### src/design/mqrim_pkg.sv
`timescale 1ns / 1ps
// ----------------------------------------------------------------------------
// Multi-queue ring index manager: shared definitions
// Sizes, operation and status codes, the request and response bundles
// passed between the top level and the queue table, and the pointer
// advance function.
// ----------------------------------------------------------------------------
package mqrim_pkg;

    // Number of ring queues under management (1 to 32).
    localparam int NUM_QUEUES = 32;

    // Index width into the per-queue stores.
    localparam int QIDX_W = (NUM_QUEUES > 1) ? $clog2(NUM_QUEUES) : 1;

    // Fixed field widths of the item.
    localparam int OP_W     = 2;
    localparam int QUEUE_W  = 5;
    localparam int SLOT_W   = 8;
    localparam int STATUS_W = 3;

    // Operation codes.
    typedef enum logic [OP_W-1:0] {
        OP_ACQUIRE = 2'd0,
        OP_RELEASE = 2'd1,
        OP_POP     = 2'd2,
        OP_PUSH    = 2'd3
    } op_t;

    // Result status codes.
    typedef enum logic [STATUS_W-1:0] {
        ST_OK           = 3'd0,
        ST_NO_FREE      = 3'd1,
        ST_NOT_ACQUIRED = 3'd2,
        ST_EMPTY        = 3'd3,
        ST_FULL         = 3'd4
    } status_t;

    // One operation presented to the queue table.
    typedef struct packed {
        logic               valid;
        op_t                op;
        logic [QUEUE_W-1:0] target_queue;
        logic [SLOT_W-1:0]  slot_count;
    } req_t;

    // The answer to one operation.
    typedef struct packed {
        status_t            status;
        logic [QUEUE_W-1:0] acquired_queue;
        logic [SLOT_W-1:0]  slot_index;
    } rsp_t;

    // Advance a ring pointer by one, wrapping to zero once it reaches the
    // slot count. A count of zero or one therefore always gives zero.
    function automatic logic [SLOT_W-1:0] advance(input logic [SLOT_W-1:0] ptr,
                                                  input logic [SLOT_W-1:0] size);
        logic [SLOT_W:0] incr;
        incr = {1'b0, ptr} + {{SLOT_W{1'b0}}, 1'b1};
        if (incr >= {1'b0, size}) begin
            return '0;
        end
        return incr[SLOT_W-1:0];
    endfunction

endpackage

### src/design/mqrim_table.sv
`timescale 1ns / 1ps
// ----------------------------------------------------------------------------
// Multi-queue ring index manager: queue table
// Holds the occupancy map and, per queue, the slot count and the read and
// write pointers. Computes the response to one operation combinationally
// and updates the table at the clock edge on which the request is valid.
// ----------------------------------------------------------------------------
module mqrim_table (
    input  logic              aclk,
    input  logic              aresetn,
    input  mqrim_pkg::req_t   req,
    output mqrim_pkg::rsp_t   rsp
);

    // Table storage. Only the occupancy map is reset: an entry whose queue
    // is not occupied reads as zero, which matches a cleared entry.
    logic [mqrim_pkg::NUM_QUEUES-1:0] occ_reg;
    logic [mqrim_pkg::NUM_QUEUES-1:0] occ_next;
    logic [mqrim_pkg::SLOT_W-1:0]     size_reg [mqrim_pkg::NUM_QUEUES];
    logic [mqrim_pkg::SLOT_W-1:0]     rptr_reg [mqrim_pkg::NUM_QUEUES];
    logic [mqrim_pkg::SLOT_W-1:0]     wptr_reg [mqrim_pkg::NUM_QUEUES];

    logic                           in_range;
    logic [mqrim_pkg::QIDX_W-1:0]   qsel;
    logic                           sel_occ;
    logic [mqrim_pkg::SLOT_W-1:0]   sel_size;
    logic [mqrim_pkg::SLOT_W-1:0]   sel_rptr;
    logic [mqrim_pkg::SLOT_W-1:0]   sel_wptr;
    logic [mqrim_pkg::SLOT_W-1:0]   rptr_adv;
    logic [mqrim_pkg::SLOT_W-1:0]   wptr_adv;

    logic                           free_found;
    logic [mqrim_pkg::QIDX_W-1:0]   free_idx;

    logic                           acq_we;
    logic                           rptr_we;
    logic                           wptr_we;

    // Address decode and read of the addressed entry.
    always_comb begin
        in_range = {1'b0, req.target_queue}
                   < (mqrim_pkg::QUEUE_W + 1)'(mqrim_pkg::NUM_QUEUES);
        qsel     = req.target_queue[mqrim_pkg::QIDX_W-1:0];
        sel_occ  = in_range && occ_reg[qsel];
        sel_size = sel_occ ? size_reg[qsel] : '0;
        sel_rptr = sel_occ ? rptr_reg[qsel] : '0;
        sel_wptr = sel_occ ? wptr_reg[qsel] : '0;
        rptr_adv = mqrim_pkg::advance(sel_rptr, sel_size);
        wptr_adv = mqrim_pkg::advance(sel_wptr, sel_size);
    end

    // Priority encoder for the lowest free queue.
    always_comb begin
        free_found = 1'b0;
        free_idx   = '0;
        for (int i = mqrim_pkg::NUM_QUEUES - 1; i >= 0; i--) begin
            if (!occ_reg[i]) begin
                free_found = 1'b1;
                free_idx   = mqrim_pkg::QIDX_W'(i);
            end
        end
    end

    // Operation decode: response and table write enables.
    always_comb begin
        rsp.status         = mqrim_pkg::ST_OK;
        rsp.acquired_queue = '0;
        rsp.slot_index     = '0;
        occ_next           = occ_reg;
        acq_we             = 1'b0;
        rptr_we            = 1'b0;
        wptr_we            = 1'b0;
        unique case (req.op)
            mqrim_pkg::OP_ACQUIRE: begin
                if (free_found) begin
                    acq_we             = 1'b1;
                    occ_next[free_idx] = 1'b1;
                    rsp.acquired_queue = mqrim_pkg::QUEUE_W'(free_idx);
                end else begin
                    rsp.status = mqrim_pkg::ST_NO_FREE;
                end
            end
            mqrim_pkg::OP_RELEASE: begin
                if (sel_occ) begin
                    occ_next[qsel] = 1'b0;
                end else begin
                    rsp.status = mqrim_pkg::ST_NOT_ACQUIRED;
                end
            end
            mqrim_pkg::OP_POP: begin
                if (sel_rptr == sel_wptr) begin
                    rsp.status = mqrim_pkg::ST_EMPTY;
                end else begin
                    rptr_we        = 1'b1;
                    rsp.slot_index = sel_rptr;
                end
            end
            mqrim_pkg::OP_PUSH: begin
                if (wptr_adv == sel_rptr) begin
                    rsp.status = mqrim_pkg::ST_FULL;
                end else begin
                    wptr_we        = 1'b1;
                    rsp.slot_index = sel_wptr;
                end
            end
            default: begin
                rsp.status = mqrim_pkg::ST_OK;
            end
        endcase
    end

    // Occupancy map.
    always_ff @(posedge aclk) begin
        if (!aresetn) begin
            occ_reg <= '0;
        end else if (req.valid) begin
            occ_reg <= occ_next;
        end
    end

    // Per-queue entries: an acquire loads the count and zeroes both pointers.
    always_ff @(posedge aclk) begin
        if (req.valid) begin
            if (acq_we) begin
                size_reg[free_idx] <= req.slot_count;
                rptr_reg[free_idx] <= '0;
                wptr_reg[free_idx] <= '0;
            end
            if (rptr_we) begin
                rptr_reg[qsel] <= rptr_adv;
            end
            if (wptr_we) begin
                wptr_reg[qsel] <= wptr_adv;
            end
        end
    end

endmodule

### src/design/multi_queue_ring_index_manager.sv
`timescale 1ns / 1ps
// ----------------------------------------------------------------------------
// Multi-queue ring index manager
// Keeps index bookkeeping for a set of ring-buffer queues: acquire, release,
// pop and push, each answered with one result item.
// ----------------------------------------------------------------------------
// Takes one item per clock cycle: an input register feeds the queue table,
// whose answer is caught in the result register at the same edge that updates
// the table, so each item sees every earlier item's effect. Only a stalled
// result holds back the input side. No clearing pass is needed after reset.
module multi_queue_ring_index_manager (
    input  logic        aclk,
    input  logic        aresetn,

    input  logic        s_tvalid,
    output logic        s_tready,
    input  logic [15:0] s_tdata,   // [4:0] target queue, [12:5] slot_count, rest zero
    input  logic [1:0]  s_tuser,   // [1:0] op

    output logic        m_tvalid,
    input  logic        m_tready,
    output logic [15:0] m_tdata,   // [4:0] acquired_queue, [12:5] slot_index, rest zero
    output logic [2:0]  m_tuser    // [2:0] status
);

    logic                         in_valid_reg;
    mqrim_pkg::op_t               in_op_reg;
    logic [mqrim_pkg::QUEUE_W-1:0] in_queue_reg;
    logic [mqrim_pkg::SLOT_W-1:0]  in_count_reg;

    logic                         out_valid_reg;
    mqrim_pkg::rsp_t              out_rsp_reg;

    logic                         advance_stage;
    mqrim_pkg::req_t              req;
    mqrim_pkg::rsp_t              rsp;

    // The item in the input register moves on whenever the result register
    // is free or is being emptied.
    assign advance_stage = !out_valid_reg || m_tready;
    assign s_tready      = !in_valid_reg || advance_stage;

    // Input register.
    always_ff @(posedge aclk) begin
        if (!aresetn) begin
            in_valid_reg <= 1'b0;
        end else if (s_tready) begin
            in_valid_reg <= s_tvalid;
        end
    end

    always_ff @(posedge aclk) begin
        if (s_tready && s_tvalid) begin
            in_op_reg    <= mqrim_pkg::op_t'(s_tuser[1:0]);
            in_queue_reg <= s_tdata[4:0];
            in_count_reg <= s_tdata[12:5];
        end
    end

    // Request to the queue table; it commits only when the result can move.
    always_comb begin
        req.valid        = in_valid_reg && advance_stage;
        req.op           = in_op_reg;
        req.target_queue = in_queue_reg;
        req.slot_count   = in_count_reg;
    end

    mqrim_table u_table (
        .aclk    (aclk),
        .aresetn (aresetn),
        .req     (req),
        .rsp     (rsp)
    );

    // Result register.
    always_ff @(posedge aclk) begin
        if (!aresetn) begin
            out_valid_reg <= 1'b0;
        end else if (advance_stage) begin
            out_valid_reg <= in_valid_reg;
        end
    end

    always_ff @(posedge aclk) begin
        if (req.valid) begin
            out_rsp_reg <= rsp;
        end
    end

    assign m_tvalid = out_valid_reg;
    assign m_tuser  = out_rsp_reg.status;
    assign m_tdata  = {3'b000, out_rsp_reg.slot_index, out_rsp_reg.acquired_queue};

endmodule
### config.mk
export PLATFORM = sky130hd
export DESIGN_NAME = multi_queue_ring_index_manager
export DESIGN_NICKNAME = d
export VERILOG_FILES = /design/src/design/mqrim_pkg.sv /design/src/design/mqrim_table.sv /design/src/design/multi_queue_ring_index_manager.sv
export SDC_FILE = /design/constraint.sdc
export NUM_CORES = 1
export LEC_CHECK = 0
export BUFFER_PORTS_ARGS = -buffer_cell sky130_fd_sc_hd__buf_2
export CORE_UTILIZATION = 50
export CTS_CLUSTER_SIZE = 20
export DETAILED_ROUTE_END_ITERATION = 10
export GPL_TIMING_DRIVEN = 0
export PLACE_DENSITY_LB_ADDON = 0.2
export SLEW_MARGIN = 10
export SYNTH_ARGS = -nofsm -noshare
export SYNTH_HDL_FRONTEND = slang
export SYNTH_SLANG_ARGS = --single-unit
### constraint.sdc
create_clock -name aclk -period 13.5 [get_ports aclk]
set_input_delay 2.025 -clock aclk [delete_from_list [all_inputs] [get_ports aclk]]
set_output_delay 2.025 -clock aclk [all_outputs]
set_load 0.1 [all_outputs]
==> results of run 1 <==
## layout by cell type, fill, tap and decap left out, types with 31 or more instances in the layout
master,Yosys,routed
dfxtp_1,39,39
nor2_1,115,115
edfxtp_1,799,799
clkbuf_16,0,87
nand3_1,39,39
nand2_1,118,118
o21ai_0,50,50
inv_1,50,50
a21boi_0,31,31
mux4_2,167,167
buf_2,11,47
a22oi_1,43,43
clkbuf_1,44,62
mux2i_1,120,120
## synth_stat cells, types with 13 or more instances
master,number,area share (%)
edfxtp_1,799,69
mux4_2,167,11
mux2i_1,120,3.4
nand2_1,118,1.3
nor2_1,115,1.2
inv_1,50,0.54
o21ai_0,50,0.71
clkbuf_1,44,0.47
a22oi_1,43,0.92
dfxtp_1,39,2.2
nand3_1,39,0.56
a21boi_0,31,0.66
and3_1,27,0.48
nor2b_1,25,0.45
nor3_1,20,0.29
a21oi_1,19,0.27
ha_1,18,0.64
nand4_1,18,0.32
buf_6,17,0.55
a31oi_1,16,0.29
and2_1,14,0.25
xnor2_1,14,0.35
mux2_2,13,0.42
## power breakdown
group	switching, mW	internal, mW
Clock	0.997	1.31
Combinational	0.225	0.112
Sequential	0.0171	2.83
## area by class of cell
class                      count  area (um2)
multi-input combinational   1029        9530
clock inverter                52         448
timing repair buffer          41         225
buffer                        94         532
sequential                   838       24800
inverter                      54         203
fill                        5345       29800
clock buffer                 107        2270
tap                          931        1160
## worst max-delay path, cell delays in order (launching register included)
cell and delay (ps):
dfxtp_1 320, buf_6 170, buf_6 190, clkbuf_4 410, buf_6 250, buf_2 550
buf_1 640, buf_1 920, mux4_2 610, mux4_2 480, nand2_1 80, a21oi_1 110
ha_1 320, nand2b_1 140, a21oi_1 150, nor2b_1 60, o21ai_0 160, a21oi_1 130
o21a_1 250, or3_1 390, a31oi_1 450, a31oi_4 200, buf_6 190, mux2i_4 250
nor2_1 920
## path summary, 6_finish.rpt
| check | from | slack, ps | cells past startpoint | to |
|---|---|---|---|---|
| worst max-delay path | flop | 4740 | 24 | u_table.wptr_reg[14][3]$_DFFE_PP_ |
| worst min-delay path | u_table.occ_reg[26]$_SDFFE_PN0P_ | 530 | 2 | u_table.occ_reg[26]$_SDFFE_PN0P_ |
| worst max register to register | flop | 4740 | 24 | u_table.wptr_reg[14][3]$_DFFE_PP_ |
| worst min register to register | u_table.occ_reg[26]$_SDFFE_PN0P_ | 530 | 2 | u_table.occ_reg[26]$_SDFFE_PN0P_ |
## metal layers
| metal | track usage (%) | vias to the layer above | part of all wire (%) |
|---|---|---|---|
| met4 | 9.58 | 0 | 3.2 |
| met1 | 40.2 | 10500 | 43 |
| met5 | 0 | - | 0 |
| met3 | 4.40 | 179 | 8.5 |
| met2 | 40.6 | 1040 | 46 |
| li1 | - | 8327 | - |
## cell families after synthesis
logic type / after synthesis / synth area share (%)
other: 1 / 0.0107
xor gates and xnor gates: 21 / 0.526
adders and majority gates: 18 / 0.643
DFF: 838 / 70.8
muxes: 306 / 14.9
buffers and inverters: 148 / 2.10
and+or+nand+nor: 427 / 5.95
AOI/OAI and AO/OA: 254 / 5.09
## through the flow
| step | total power [mW] | hold slack [ps] | cells | area, um2 | setup WS, ps |
|---|---|---|---|---|---|
| floorplan | 3.10 | 477 | 2015 | 35000 | 6810 |
| detailed placement | 3.23 | 514 | 2986 | 36400 | 4780 |
| global placement | 3.22 | 504 | 2982 | 36400 | 4370 |
| global route | 5.62 | 573 | 3146 | 39100 | 4340 |
| CTS | 5.50 | 521 | 3145 | 39100 | 4760 |
| finish | 5.49 | 526 | 3146 | 39100 | 4740 |
==> results.cfg, run 1 <==
[floorplan]
start_util_pct = 50.8
rows = 96
die_h_um = 267
dieArea_um2 = 71100
io_pins = 43
coreArea_um2 = 68900
die_w_um = 267

[sta]
min_period_ps = 8760
post-route-period-util_pct = 64.9
clock-skew-final_ps = 23.9
slew_headroom_pct = 13.5
worstMarginPinSlew_ps = 1300
drv_slew = 0
hold_violations = 0
max_freq_mhz = 114
grt_setup_unrepaired = false
finalSetupTns_ps = 0
setup_viol_count_final = 0

[cts]
clk_pin_slew_ps = 60
cts_resized = 0
postCtsSetupRepairBufs = 0
clk_path_buf_depth = 3
htreeDepth = 3
cts-root-buf = clkbuf_16
tritoncts = built
numCtsBuffers = 86
insertion_delay_ps = 660
clock_sinks = 838
holdBufCountCts = 0

[finish]
final_core_util_pct = 56.8
syn_to_final_growth_pct = 11.9
layout.nets = 2184
antenna_cells = 0
drive_gt1_share_pct = 18.4

[routing]
ant_nets = 0
via_per_inst = 6.38
vias = 20100
drc_errors = 0
wl_per_cell_um = 29.9
wl_um = 94100
dr.first_iter.drc_count = 2525
dr.pass1.iters = 5

[hold_path]
hp-class = reg -> reg

[setup_path]
critPathMaxFanout = 10
end_kind = flop
critPathLaunchType = flop
critical_path_class = reg -> reg
worst_ep_arrival_time_ps = 9020
required_ps = 13760

[grt]
grt_max_degree = 33
grt.total_usage_pct = 27.0
antenna_found_initial = 2
first_global_vias = 19600
grt_pass1_wl_um = 136000
overflow = 0

[synth]
avgSynthCellArea_um2 = 17.4
ys_async_sr_fraction_pct = 0
ys_seq_area_share_pct = 70.8
synth_top_flop_cell = edfxtp_1
synth_cell_types = 83
synth_cells = 2013
synth-seq-cells = 838
yosysWarnings = 0
synth_edf_count = 799
netlist_area_um2 = 35000

[status]
status = completed

[place]
place.gp.congestion = 0.937
port_buffers = 36
hpwl_um = 64600

[pwr]
p_per_area_nw_per_um2 = 140
leakage_nw = 11.7
peakVddDrop_v = 0.0000963

[run]
maxCapViolations = 0
(Power assumes the default switching activity.)
==> inputs of run 2 (changes only) <==
- clock period: 13.5 -> 8.4 ns (I/O delays scaled with it)
==> results.cfg, run 2 (synthesized netlist as in run 1, its figures left out) <==
[floorplan]
coreArea_um2 = 68900
die_h_um = 267
die_w_um = 267
rows = 96
io_pins = 43
start_util_pct = 50.8
dieArea_um2 = 71100

[place]
dpl-instance-area_um2 = 36400
place.gp.congestion = 0.937
hpwl_um = 64600
port_buffers = 36

[routing]
vias = 20000
dr.first_iter.drc_count = 2360
ant_nets = 0
dr.pass1.iters = 6
wl_per_cell_um = 29.8
drc_errors = 0
via_per_inst = 6.36
wl_um = 93700

[grt]
grt_max_degree = 33
grt.total_usage_pct = 27.0
antenna_found_initial = 1
grt_pass1_wl_um = 136000
first_global_vias = 19700
overflow = 0

[setup_path]
end_kind = flop
worst_ep_arrival_time_ps = 8520
worstPathCellList = buf_4, buf_6, buf_6, buf_2, buf_6, buf_4, nand4_1, o21ai_1, nor2_1, nor2_1, ha_1, inv_1, a41oi_1, nor4b_1, xnor2_1, and2_1, ha_1, or3_1, o21a_1, nor2_1, o31ai_4, a31oi_4, mux2i_2, nor2_1
critical_path_class = reg -> reg
crit_top_cell = nor2_1
crit_slowest_cell = mux2i_2
required_ps = 8700
critPathMaxFanout = 10
slowest_delay_ps = 710
critPathLaunchType = flop

[cts]
tritoncts = built
clk_path_buf_depth = 3
clk_pin_slew_ps = 60
clock_sinks = 838
htreeDepth = 3
numCtsBuffers = 86
cts-root-buf = clkbuf_16
holdBufCountCts = 0
insertion_delay_ps = 660

[sta]
worstMarginPinSlew_ps = 1320
hold_violations = 0
max_freq_mhz = 122
finalSetupTns_ps = 0
slew_headroom_pct = 11.2
post-route-period-util_pct = 97.9
grt_setup_unrepaired = false
setup_viol_count_final = 0
min_period_ps = 8230
clock-skew-final_ps = 26.4
drv_slew = 0

[run]
maxCapViolations = 0

[pwr]
leakage_nw = 11.7
peakVddDrop_v = 0.000155
p_per_area_nw_per_um2 = 225

[finish]
drive_gt1_share_pct = 20.0
layout_common_cells = edfxtp_1 (799), mux4_2 (167), mux2i_1 (120)
finish.instance_area_um2 = 39200
layout.nets = 2183
antenna_cells = 0
layout_commonest_cell = edfxtp_1
syn_to_final_growth_pct = 12.1
nFillCells = 5345

[hold_path]
hp-class = reg -> reg

[status]
status = completed
[run 2: changes by cell type in the layout (fill, tap and decap cells not counted), sizes merged]
cell / previous run / this run
clkdlybuf4s15: 0 / 4
clkbuf: 152 / 156
buf: 90 / 81
[run 2: power by group]
group | internal [mW] | switching, mW
Combinational | 0.181 | 0.360
Clock | 2.11 | 1.60
Sequential | 4.54 | 0.0271
[run 2: metal layers]
layer | routed length [um] | global-route usage, % | up-vias
li1 | - | - | 8334
met1 | 40200 | 40.3 | 10500
met2 | 42700 | 40.7 | 1021
met3 | 7830 | 4.29 | 182
met4 | 2970 | 9.41 | 0
met5 | 0 | 0 | -
[run 2: critical path: cells and delay by family (launching register included)]
family,cells,cell delay [ps]
DFF,1,300
buffers and inverters,7,2000
muxes,1,710
AOI/OAI and AO/OA,5,1660
xor gates and xnor gates,1,170
adders and majority gates,2,410
and+or+nand+nor,8,2560
[run 2: layout make-up]
type / instances / area (um2) / area share, %
Buffer: 93 / 566 / 1.44
Clock buffer: 107 / 2270 / 5.79
Clock inverter: 52 / 448 / 1.14
Inverter: 54 / 203 / 0.516
Multi-Input combinational cell: 1029 / 9590 / 24.4
Sequential cell: 838 / 24800 / 63.1
Tap cell: 931 / 1160 / 2.97
Timing Repair Buffer: 41 / 225 / 0.574
[run 2: through the flow]
step | utilization (%) | worst slack, ps | std cells | hold slack (ps) | power (mW)
final | 56.9 | 174 | 3145 | 524 | 8.82
after detailed placement | 52.8 | -322 | 2986 | 514 | 5.19
after floorplan | - | 1710 | 2015 | 477 | 4.99
after CTS | 56.8 | -82.8 | 3145 | 521 | 8.85
after global placement | 52.7 | -733 | 2982 | 504 | 5.18
after global routing | 56.9 | 40.9 | 3145 | 573 | 9.03
[run 2: worst paths after layout]
check / from / end / slack (ps) / depth (start not counted)
worst max-delay path: flop / u_table.wptr_reg[9][5]$_DFFE_PP_ / 170 / 24
worst min-delay path: u_table.occ_reg[26]$_SDFFE_PN0P_ / u_table.occ_reg[26]$_SDFFE_PN0P_ / 520 / 2
worst max register to register: flop / u_table.wptr_reg[9][5]$_DFFE_PP_ / 170 / 24
worst min register to register: u_table.occ_reg[26]$_SDFFE_PN0P_ / u_table.occ_reg[26]$_SDFFE_PN0P_ / 520 / 2
[run 2: what timing repair did]
action / 4_1_cts / 5_1_grt
setup endpoints to repair: 479 / 514
gates resized for setup: 26 / 25
setup buffers: 0 / 0
